===== src/rtl/smr_pkg.sv =====
// Shared types and constants for the spiral matrix reorder block.
`timescale 1ns / 1ps
`default_nettype none
package smr_pkg;

  localparam int CNT_W     = 5;          // width of a row or column count
  localparam int IDX_W     = 4;          // width of an emitted row or column index
  localparam int PROD_W    = 2 * CNT_W;  // width of a count product
  localparam int CFG_IDX_W = 2;

  localparam logic [CFG_IDX_W-1:0] CFG_ROW_COUNT = 2'd0;
  localparam logic [CFG_IDX_W-1:0] CFG_COL_COUNT = 2'd1;

  typedef enum logic {
    OP_LOAD = 1'b0,
    OP_EMIT = 1'b1
  } op_e;

  typedef enum logic [1:0] {
    DIR_LEFT  = 2'd0,
    DIR_UP    = 2'd1,
    DIR_RIGHT = 2'd2,
    DIR_DOWN  = 2'd3
  } dir_e;

  typedef struct packed {
    logic [IDX_W-1:0] row;
    logic [IDX_W-1:0] col;
    logic             last;
  } pos_t;

endpackage
`default_nettype wire


===== src/rtl/smr_mem.sv =====
// Matrix store: one write port, one read port with registered read data.
`timescale 1ns / 1ps
`default_nettype none
module smr_mem #(
  parameter int DEPTH = 256,
  parameter int AW    = 8,
  parameter int DW    = 16
) (
  input  wire logic          clk_i,
  input  wire logic          we_i,
  input  wire logic [AW-1:0] waddr_i,
  input  wire logic [DW-1:0] wdata_i,
  input  wire logic          re_i,
  input  wire logic [AW-1:0] raddr_i,
  output logic      [DW-1:0] rdata_o
);

  logic [DW-1:0] mem_q [DEPTH];
  logic [DW-1:0] rdata_q;

  always_ff @(posedge clk_i) begin
    if (we_i) begin
      mem_q[waddr_i] <= wdata_i;
    end
  end

  always_ff @(posedge clk_i) begin
    if (re_i) begin
      rdata_q <= mem_q[raddr_i];
    end
  end

  assign rdata_o = rdata_q;

endmodule
`default_nettype wire


===== src/rtl/smr_ctrl.sv =====
// Count registers, load pointer and spiral walker producing store addresses.
`timescale 1ns / 1ps
`default_nettype none
module smr_ctrl #(
  parameter int MAX_ROWS = 16,
  parameter int MAX_COLS = 16,
  parameter int AW       = 8
) (
  input  wire logic                           clk_i,
  input  wire logic                           rst_ni,
  input  wire logic                           cfg_wr_i,
  input  wire logic [smr_pkg::CFG_IDX_W-1:0]  cfg_idx_i,
  input  wire logic [smr_pkg::CNT_W-1:0]      cfg_data_i,
  input  wire logic                           load_i,
  input  wire logic                           emit_i,
  output logic      [AW-1:0]                  wr_addr_o,
  output logic      [AW-1:0]                  rd_addr_o,
  output smr_pkg::pos_t                       pos_o
);

  localparam int CW = smr_pkg::CNT_W;
  localparam int PW = smr_pkg::PROD_W;
  localparam int RowCap = (MAX_ROWS > 31) ? 31 : MAX_ROWS;
  localparam int ColCap = (MAX_COLS > 31) ? 31 : MAX_COLS;
  localparam int RowRst = (RowCap < 16) ? RowCap : 16;
  localparam int ColRst = (ColCap < 16) ? ColCap : 16;
  localparam logic [CW-1:0] RowCapV = CW'(RowCap);
  localparam logic [CW-1:0] ColCapV = CW'(ColCap);
  localparam logic [CW-1:0] RowRstV = CW'(RowRst);
  localparam logic [CW-1:0] ColRstV = CW'(ColRst);

  logic [CW-1:0] rc_q, rc_d, cc_q, cc_d;
  logic [PW-1:0] lp_q, lp_d, lp_nxt;
  smr_pkg::dir_e dir_q, dir_d;
  logic [CW-1:0] row_q, row_d, col_q, col_d;
  logic [CW-1:0] bot_q, bot_d, top_q, top_d, lft_q, lft_d, rgt_q, rgt_d;
  logic [PW-1:0] rem_q, rem_d;
  logic [PW-1:0] total, rd_lin;
  logic          is_last, restart;

  // Clamped count writes; a zero count is taken as one.
  always_comb begin
    rc_d = rc_q;
    cc_d = cc_q;
    if (cfg_wr_i && cfg_idx_i == smr_pkg::CFG_ROW_COUNT) begin
      if (cfg_data_i == '0) begin
        rc_d = CW'(1);
      end else if (cfg_data_i > RowCapV) begin
        rc_d = RowCapV;
      end else begin
        rc_d = cfg_data_i;
      end
    end
    if (cfg_wr_i && cfg_idx_i == smr_pkg::CFG_COL_COUNT) begin
      if (cfg_data_i == '0) begin
        cc_d = CW'(1);
      end else if (cfg_data_i > ColCapV) begin
        cc_d = ColCapV;
      end else begin
        cc_d = cfg_data_i;
      end
    end
  end

  assign restart = cfg_wr_i &&
                   (cfg_idx_i == smr_pkg::CFG_ROW_COUNT || cfg_idx_i == smr_pkg::CFG_COL_COUNT);
  assign total   = PW'(rc_q) * PW'(cc_q);
  assign rd_lin  = PW'(row_q) * PW'(cc_q) + PW'(col_q);
  assign is_last = (rem_q == PW'(1));

  assign lp_nxt = lp_q + PW'(1);

  always_comb begin
    lp_d = lp_q;
    if (restart) begin
      lp_d = '0;
    end else if (load_i) begin
      lp_d = (lp_nxt >= total) ? '0 : lp_nxt;
    end
  end

  // Spiral walker: bottom row leftward, up, top row rightward, down, inward.
  always_comb begin
    dir_d = dir_q;
    row_d = row_q;
    col_d = col_q;
    bot_d = bot_q;
    top_d = top_q;
    lft_d = lft_q;
    rgt_d = rgt_q;
    rem_d = rem_q;
    if (restart || (emit_i && is_last)) begin
      dir_d = smr_pkg::DIR_LEFT;
      row_d = rc_d - CW'(1);
      col_d = cc_d - CW'(1);
      bot_d = rc_d - CW'(1);
      rgt_d = cc_d - CW'(1);
      top_d = '0;
      lft_d = '0;
      rem_d = PW'(rc_d) * PW'(cc_d);
    end else if (emit_i) begin
      rem_d = rem_q - PW'(1);
      unique case (dir_q)
        smr_pkg::DIR_LEFT: begin
          if (col_q > lft_q) begin
            col_d = col_q - CW'(1);
          end else begin
            bot_d = bot_q - CW'(1);
            dir_d = smr_pkg::DIR_UP;
            row_d = bot_q - CW'(1);
            col_d = lft_q;
          end
        end
        smr_pkg::DIR_UP: begin
          if (row_q > top_q) begin
            row_d = row_q - CW'(1);
          end else begin
            lft_d = lft_q + CW'(1);
            dir_d = smr_pkg::DIR_RIGHT;
            row_d = top_q;
            col_d = lft_q + CW'(1);
          end
        end
        smr_pkg::DIR_RIGHT: begin
          if (col_q < rgt_q) begin
            col_d = col_q + CW'(1);
          end else begin
            top_d = top_q + CW'(1);
            dir_d = smr_pkg::DIR_DOWN;
            row_d = top_q + CW'(1);
            col_d = rgt_q;
          end
        end
        smr_pkg::DIR_DOWN: begin
          if (row_q < bot_q) begin
            row_d = row_q + CW'(1);
          end else begin
            rgt_d = rgt_q - CW'(1);
            dir_d = smr_pkg::DIR_LEFT;
            row_d = bot_q;
            col_d = rgt_q - CW'(1);
          end
        end
        default: begin
          dir_d = smr_pkg::DIR_LEFT;
        end
      endcase
    end
  end

  always_ff @(posedge clk_i or negedge rst_ni) begin
    if (!rst_ni) begin
      rc_q  <= RowRstV;
      cc_q  <= ColRstV;
      lp_q  <= '0;
      dir_q <= smr_pkg::DIR_LEFT;
      row_q <= RowRstV - CW'(1);
      col_q <= ColRstV - CW'(1);
      bot_q <= RowRstV - CW'(1);
      rgt_q <= ColRstV - CW'(1);
      top_q <= '0;
      lft_q <= '0;
      rem_q <= PW'(RowRst * ColRst);
    end else begin
      rc_q  <= rc_d;
      cc_q  <= cc_d;
      lp_q  <= lp_d;
      dir_q <= dir_d;
      row_q <= row_d;
      col_q <= col_d;
      bot_q <= bot_d;
      rgt_q <= rgt_d;
      top_q <= top_d;
      lft_q <= lft_d;
      rem_q <= rem_d;
    end
  end

  assign wr_addr_o  = AW'(lp_q);
  assign rd_addr_o  = AW'(rd_lin);
  assign pos_o.row  = row_q[smr_pkg::IDX_W-1:0];
  assign pos_o.col  = col_q[smr_pkg::IDX_W-1:0];
  assign pos_o.last = is_last;

endmodule
`default_nettype wire


===== src/rtl/spiral_matrix_reorder_top.sv =====
// Top level of the spiral matrix reorder block.
// Usage:
//   Input channel (in_valid_i/in_ready_o) carries operation_i and value_i.
//   A load transfer writes value_i at the next row-major position and gives
//   no result; the load pointer wraps after row_count * col_count loads.
//   An emit transfer gives one result on the output channel
//   (out_valid_o/out_ready_i): the element at the next spiral position with
//   its row, column and a last flag; after the last one the spiral restarts.
//   Config channel (cfg_valid_i/cfg_ready_o) writes row_count (index 0) or
//   col_count (index 1); counts are clamped and the spiral and load pointer
//   restart. Always ready. Write only while the block is idle.
// Timing: the store is read at the emit transfer edge into its registered read
//   data, which then moves into the output register where out_valid_o rises.
//   An emit blocks the input until its data reaches the output register, and
//   loads run at one per cycle while no emit read is in flight and the output
//   is free. The input stalls while a result waits in the output register and
//   the receiver holds out_ready_i low.
// Reset: counts return to their defaults, pointer and spiral restart; the
//   stored matrix is undefined until loaded.
`timescale 1ns / 1ps
`default_nettype none
module spiral_matrix_reorder_top #(
  parameter int MAX_ROWS   = 16,
  parameter int MAX_COLS   = 16,
  parameter int DATA_WIDTH = 16
) (
  input  wire logic                                clk_i,
  input  wire logic                                rst_ni,
  input  wire logic                                in_valid_i,
  output logic                                     in_ready_o,
  input  wire logic                                operation_i,
  input  wire logic signed [DATA_WIDTH-1:0]        value_i,
  output logic                                     out_valid_o,
  input  wire logic                                out_ready_i,
  output logic signed [DATA_WIDTH-1:0]             element_o,
  output logic        [smr_pkg::IDX_W-1:0]         row_index_o,
  output logic        [smr_pkg::IDX_W-1:0]         col_index_o,
  output logic                                     last_o,
  input  wire logic                                cfg_valid_i,
  output logic                                     cfg_ready_o,
  input  wire logic        [smr_pkg::CFG_IDX_W-1:0] cfg_index_i,
  input  wire logic        [smr_pkg::CNT_W-1:0]     cfg_data_i
);

  localparam int Depth = MAX_ROWS * MAX_COLS;
  localparam int AW    = (Depth > 1) ? $clog2(Depth) : 1;

  logic                  in_fire, load_fire, emit_fire, cfg_fire;
  logic [AW-1:0]         wr_addr, rd_addr;
  logic [DATA_WIDTH-1:0] rd_data;
  smr_pkg::pos_t         pos, rd_pos_q;
  logic                  rd_vld_q, out_vld_q;
  logic [DATA_WIDTH-1:0] elem_q;

  assign cfg_ready_o = 1'b1;
  assign cfg_fire    = cfg_valid_i;
  assign in_ready_o  = !rd_vld_q && (!out_vld_q || out_ready_i);
  assign in_fire     = in_valid_i && in_ready_o;
  assign emit_fire   = in_fire && (operation_i == smr_pkg::OP_EMIT);
  assign load_fire   = in_fire && (operation_i == smr_pkg::OP_LOAD);

  smr_ctrl #(
    .MAX_ROWS (MAX_ROWS),
    .MAX_COLS (MAX_COLS),
    .AW       (AW)
  ) u_ctrl (
    .clk_i      (clk_i),
    .rst_ni     (rst_ni),
    .cfg_wr_i   (cfg_fire),
    .cfg_idx_i  (cfg_index_i),
    .cfg_data_i (cfg_data_i),
    .load_i     (load_fire),
    .emit_i     (emit_fire),
    .wr_addr_o  (wr_addr),
    .rd_addr_o  (rd_addr),
    .pos_o      (pos)
  );

  smr_mem #(
    .DEPTH (Depth),
    .AW    (AW),
    .DW    (DATA_WIDTH)
  ) u_mem (
    .clk_i   (clk_i),
    .we_i    (load_fire),
    .waddr_i (wr_addr),
    .wdata_i (value_i),
    .re_i    (emit_fire),
    .raddr_i (rd_addr),
    .rdata_o (rd_data)
  );

  // Read stage: position travels alongside the memory read.
  always_ff @(posedge clk_i or negedge rst_ni) begin
    if (!rst_ni) begin
      rd_vld_q <= 1'b0;
    end else begin
      rd_vld_q <= emit_fire;
    end
  end

  always_ff @(posedge clk_i) begin
    if (emit_fire) begin
      rd_pos_q <= pos;
    end
  end

  // Output register; the input gating keeps it free when the read lands.
  always_ff @(posedge clk_i or negedge rst_ni) begin
    if (!rst_ni) begin
      out_vld_q <= 1'b0;
    end else if (rd_vld_q) begin
      out_vld_q <= 1'b1;
    end else if (out_ready_i) begin
      out_vld_q <= 1'b0;
    end
  end

  smr_pkg::pos_t out_pos_q;

  always_ff @(posedge clk_i) begin
    if (rd_vld_q) begin
      elem_q    <= rd_data;
      out_pos_q <= rd_pos_q;
    end
  end

  assign out_valid_o = out_vld_q;
  assign element_o   = elem_q;
  assign row_index_o = out_pos_q.row;
  assign col_index_o = out_pos_q.col;
  assign last_o      = out_pos_q.last;

endmodule
`default_nettype wire

===== config.mk =====
export PLATFORM = sky130hd
export DESIGN_NAME = spiral_matrix_reorder_top
export DESIGN_NICKNAME = d
export VERILOG_FILES = /design/src/rtl/smr_pkg.sv /design/src/rtl/smr_mem.sv /design/src/rtl/smr_ctrl.sv /design/src/rtl/spiral_matrix_reorder_top.sv
export SDC_FILE = /design/constraint.sdc
export NUM_CORES = 2
export LEC_CHECK = 0
export BUFFER_PORTS_ARGS = -buffer_cell sky130_fd_sc_hd__buf_4
export CAP_MARGIN = 20
export CORE_ASPECT_RATIO = 1.25
export CORE_MARGIN = 4
export CORE_UTILIZATION = 25
export DETAILED_ROUTE_END_ITERATION = 10
export HOLD_SLACK_MARGIN = 0.03
export PLACE_DENSITY = 0.41
export SLEW_MARGIN = 20
export SYNTH_ARGS = -nofsm -noshare
export SYNTH_HDL_FRONTEND = slang
export SYNTH_SLANG_ARGS = --single-unit
export TNS_END_PERCENT = 30

===== constraint.sdc =====
create_clock -name clk_i -period 4.41 [get_ports clk_i]
set_clock_uncertainty 0.1 [all_clocks]
set_input_delay 0.882 -clock clk_i [delete_from_list [all_inputs] [get_ports clk_i]]
set_output_delay 0.882 -clock clk_i [all_outputs]
set_load 0.05 [all_outputs]

* Word-level counts from Yosys, hierarchy flattened
Memories as Yosys holds them, arrays and structs flattened. A register that Yosys moved wholly into a read port is not among the register bits. Index checks and enable logic that the tools add are counted.
Word-level totals: register bits after elaboration 98, RAM bits 4096, input port bits 29, memories 1
Memory list:
- u_mem.mem_q | depth 256, width 16, rd ports 1, clocked after Yosys merged registers in 1, wr ports 1, RTL line smr_mem.sv:18 | logic [DW-1:0] mem_q [DEPTH];
Operators by class: add/subtract/negate cells 13, $mul 3, order comparisons 6, equality and inequality tests 13, muxes and demuxes 46, bitwise gates (word level) 1, reduce and logical (&&, ||, !) cells 30
Operators with widths (number):
- 5-bit 2-to-1 mux | 28
- 10-bit 2-to-1 mux | 5
- 5-bit one-hot mux with 4 select lines | 2
- 5-bit by 1-bit subtractor with 5-bit output (second input constant) | 6
- 5-bit by 1-bit adder with 5-bit output (second input constant) | 4
- 5-bit by 5-bit multiplier with 10-bit output | 2
- 3-bit AND reduction | 6
- 2-bit nonzero test | 7
- 2-bit 2-to-1 mux | 6
- 3-bit by 2-bit inequality test with 1-bit output (second input constant) | 4
- 10-bit by 1-bit adder with 10-bit output (second input constant) | 1
- 10-bit by 1-bit == test with 1-bit output (second input constant) | 1
- 10-bit greater-or-equal comparator | 1
- 5-bit > comparator | 2
- 5-bit < comparator | 2
- 10-bit by 1-bit subtractor with 10-bit output (second input constant) | 1
- 8-bit by 5-bit adder with 8-bit output | 1
- 1-bit logical AND | 8
- 5-bit by 5-bit multiplier with 8-bit output | 1
- 2-bit by 1-bit inequality test with 1-bit output (second input constant) | 4
- 2-bit one-hot mux with 4 select lines | 1
- 5-bit > comparator (second input constant) | 1
- 5-bit logical NOT | 1
- 5-bit AND reduction | 1
- other kinds (7) | 16

* Logic depth before layout (Yosys ltp)
depth in word-level cells 9, depth in mapped cells 20

* By module
A second synthesis with hierarchy kept.
Unflattened totals: cells, all modules 8252, area, all modules 167215.4 um^2
By module, submodules not included:
- smr_mem | times used 1, cells each 7360, area each 158874.9 um^2
- smr_ctrl | times used 1, cells each 849, area each 7194.4 um^2
- spiral_matrix_reorder_top | times used 1, cells each 43, area each 1146.1 um^2

* Worst setup path after synthesis
Ideal clock, no wire load.
path type register to register, from register u_ctrl.cc_q[4], to register u_ctrl.lp_q[0], setup time 83 ps, arrival 4717 ps, data required time 4227 ps, slack -490 ps, stages on the path, launching flop included 19, path buffers 1, period minus slack after synthesis 4900 ps, cell sequence dfstp_2 buf_2 nand2_1 fa_1 fa_1 fa_1 inv_1 ha_1 a21oi_1 o21bai_1 a21oi_1 o21ai_0 xor2_1 ha_1 a21oi_1 nand3_1 a2111oi_1 nor2_1 o21ai_0
On the way: longest elaborated chain between the ends 5
RTL lines:
- start, declared | RTL line smr_ctrl.sv:32 | logic [CW-1:0] rc_q, rc_d, cc_q, cc_d;
- start signal, assigned | RTL line smr_ctrl.sv:154 | cc_q <= ColRstV;
- 5-bit by 5-bit multiplier with 10-bit output | RTL line smr_ctrl.sv:67 | assign total = PW'(rc_q) * PW'(cc_q);
- 10-bit greater-or-equal comparator | RTL line smr_ctrl.sv:78 | lp_d = (lp_nxt >= total) ? '0 : lp_nxt;
- 10-bit 2-to-1 mux | RTL line smr_ctrl.sv:78
- 10-bit 2-to-1 mux | RTL line smr_ctrl.sv:77 | end else if (load_i) begin
- 10-bit 2-to-1 mux | RTL line smr_ctrl.sv:75 | if (restart) begin
- end signal, assigned | RTL line smr_ctrl.sv:167 | lp_q <= lp_d;
- end, declared | RTL line smr_ctrl.sv:33 | logic [PW-1:0] lp_q, lp_d, lp_nxt;
No other way between the ends. The select of a mux whose other input is x is not followed. A chain may end at the register's enable or synchronous reset.

* Final worst setup path
from register u_ctrl.col_q[3], to register u_mem.rdata_q[15], in the netlist u_mem.rdata_o[15], read port of u_mem.mem_q, data pin
On the way: longest elaborated chain between the ends 1
RTL lines:
- start, declared | RTL line smr_ctrl.sv:35 | logic [CW-1:0] row_q, row_d, col_q, col_d;
- start signal, assigned | RTL line smr_ctrl.sv:158 | col_q <= ColRstV - CW'(1);
- start signal, assigned | RTL line smr_ctrl.sv:170 | col_q <= col_d;
- 8-bit by 5-bit adder with 8-bit output | RTL line smr_ctrl.sv:68 | assign rd_lin = PW'(row_q) * PW'(cc_q) + PW'(col_q);
- end, declared | RTL line smr_mem.sv:19 | logic [DW-1:0] rdata_q;
No other way between the ends.

==> run metrics <==
FF+latch count, synth 4,210; mapped cell area 0.166 mm²; # H-tree levels 5; Chip Height 919 µm; Synth area leaders edfxtp_1, mux4_2, nand2_1, ha_1, nor2_1; gr usage total 15.1%; drt first pass iters 5; Fin. Hold Viols 0; # DRC 0; actual slew at the worst max-slew pin 1.17 ns; final worst path period share 121%; GRT overflow 0; Post-Syn Instances 7,904; final WL 526 mm; Die X 737 µm; Worst slew margin 21.9%; status finished, violations left; placed instance count 17,300; Setup crit start kind flip-flop; share of layout cells above drive strength 1 33.8%; Synth top area share 75.0%; ys flop type edfxtp_1; Cell Count, Final, Fillers Out 18,100; GPL Wtd Cong 0.809; register area share after synthesis 76.0%; core area 0.662 mm²; HP Class primary input to flip-flop; largest net degree at the start of global routing 104; full die area 0.677 mm²; Post-layout nets 9,157; Port Buf Inserts 55; clk_lat worst skew 1.02 ns; most numerous cell in the Yosys netlist edfxtp_1; failing checks negative setup slack; Synth warnings 0; Post-synth EDFFs 4,146; initial antenna violation count 27; WL/cell 29.1 µm; Syn Area/Cell 21.0 µm²; Design Area, Final 0.201 mm²; Netlist cell types 83; max capacitance violation total 0; DRT iter0 DRCs 7,751; vias per inst 4.59; count of pins over their slew limit 0; Num CTS Buffers 420; Arr. time, crit path 5.98 ns; syn_nets 8,061; most common library cells after synthesis edfxtp_1, mux4_2, nand2_1; total number of vias 83,000; Row Count 334; final critical-path setup slack -0.927 ns; area grow syn2layout 21.4%; critical path type flip-flop to flip-flop; WP data required 5.06 ns; Num Clock Sinks 4,210; io pins 57; minimum clock period after layout 5.34 ns; Worst-path clk slew 0.06 ns; maximum clock rate 0.187 GHz; ys async rst share 1.52%; unrepaired setup endpoints after global routing true; Synth area leader edfxtp_1; Starting Density 25.1%; Max clock buf depth 4; Antenna Violating Nets Remaining 0; Setup-failing EPs final 24; root buffer cell clkbuf_16; crit-path max FO 7; vias in the first global route 87,100; DP Area 0.186 mm²; DP HPWL 341 mm; first-pass GRT wire length 724 mm; Worst setup EP type flip-flop; CTS tree yes
layout by cell type, fill, tap and decap left out, types with 53 or more instances in the layout:
master	synthesis	layout
clkinv_1	2	92
clkinv_2	0	78
nand3_1	176	158
buf_4	89	782
inv_1	97	91
clkbuf_16	0	429
mux2i_1	55	53
nand2_1	630	609
clkbuf_1	154	81
nor2_2	1	58
edfxtp_1	4146	4146
buf_12	0	247
mux4_2	1094	1094
nor2_1	321	262
ha_1	97	87
kinds of logic (layout without fill, tap and decap cells):
logic type | count (synthesis) | in the layout | synth area share, %
fa+ha+maj | 128 | 128 | 1.11
mux | 1207 | 1207 | 15.6
other cells | 1 | 9 | 0.00226
simple gates | 1333 | 1333 | 3.46
xor+xnor | 62 | 62 | 0.336
compound gates | 432 | 432 | 1.90
buf+inv | 531 | 1972 | 1.63
flops | 4210 | 4210 | 76.0
area by class of cell:
class                      instances  area, µm²
timing repair buffer            1105      12000
tap                             8736      10900
sequential                      4210     126000
fill                           63900     460000
multi-input combinational       3163      38600
antenna                            8       20.0
clock buffer                     513      11100
clock inverter                   254       2350
inverter                         100        392
flip-flops by register name (all words and copies together) (netlist names), 9 cells and up:
| name | count |
|---|---|
| u_ctrl.rem_q | 10 |
| rd_pos_q | 9 |
| u_mem.mem_q | 4096 |
| u_mem.rdata_o | 16 |
| element_o | 16 |
| u_ctrl.lp_q | 10 |
per-layer routing:
layer,track usage (%),wire [µm]
met5,0,13
met4,4.83,18600
met3,1.84,23000
met2,26.8,271000
met1,19.2,214000
worst paths after layout:
path / startpoint / to / slack, ns / cells past startpoint
setup / recovery: u_ctrl.col_q[3]$_DFFE_PN1P_ / u_mem.rdata_o[15]$_DFFE_PP_ / -0.93 / 18
hold / removal: value_i[10] / u_mem.mem_q[210][10]$_DFFE_PP_ / 0.17 / 1
setup reg to reg: u_ctrl.col_q[3]$_DFFE_PN1P_ / u_mem.rdata_o[15]$_DFFE_PP_ / -0.93 / 18
hold reg to reg: rd_pos_q[4]$_DFFE_PP_ / col_index_o[3]$_DFFE_PP_ / 0.30 / 0
max in group asynchronous: rst_ni / rd_vld_q$_DFF_PN0_ / 3.07 / 2
min in group asynchronous: rst_ni / u_ctrl.lft_q[1]$_DFFE_PN0P_ / 0.44 / 2
stage by stage:
step,setup TNS (ns),worst slack (ns),hold WS (ns),util [%]
2_1_floorplan,-1.19,-0.0722,0.300,-
3_3_place_gp,-22.14,-1.33,0.305,28.1
3_5_place_dp,-21.65,-1.31,0.306,28.1
4_1_cts,-14.16,-0.970,0.0772,30.3
5_1_grt,-16.30,-0.989,0.142,30.5
6_report,-12.56,-0.927,0.171,30.5
critical path, stage by stage, from the launching register on:
cell,delay [ns]
dfstp_2,0.55
inv_2,0.05
fa_1,0.55
inv_2,0.05
ha_4,0.21
fa_2,0.56
inv_2,0.06
fa_4,0.86
buf_12,0.18
inv_16,0.07
buf_12,0.15
buf_12,0.12
mux2_2,0.26
a22oi_2,0.26
buf_4,0.17
nand4_1,0.32
buf_4,0.29
o22ai_2,0.15
nor4_1,0.06
timing repair:
item / in CTS / in global routing
endpoints found under the setup margin: 26 / 26
pin swaps: 41 / 49
endpoints found under the hold margin: 45 / 0
setup buffers: 27 / 20
cloned: 3 / 3
gates resized for setup: 179 / 101
hold buffers: 1 / 0
Power is left out: the tool's default activity adds up to more than one toggle a clock period on the data nets, which glitch-free logic cannot reach.
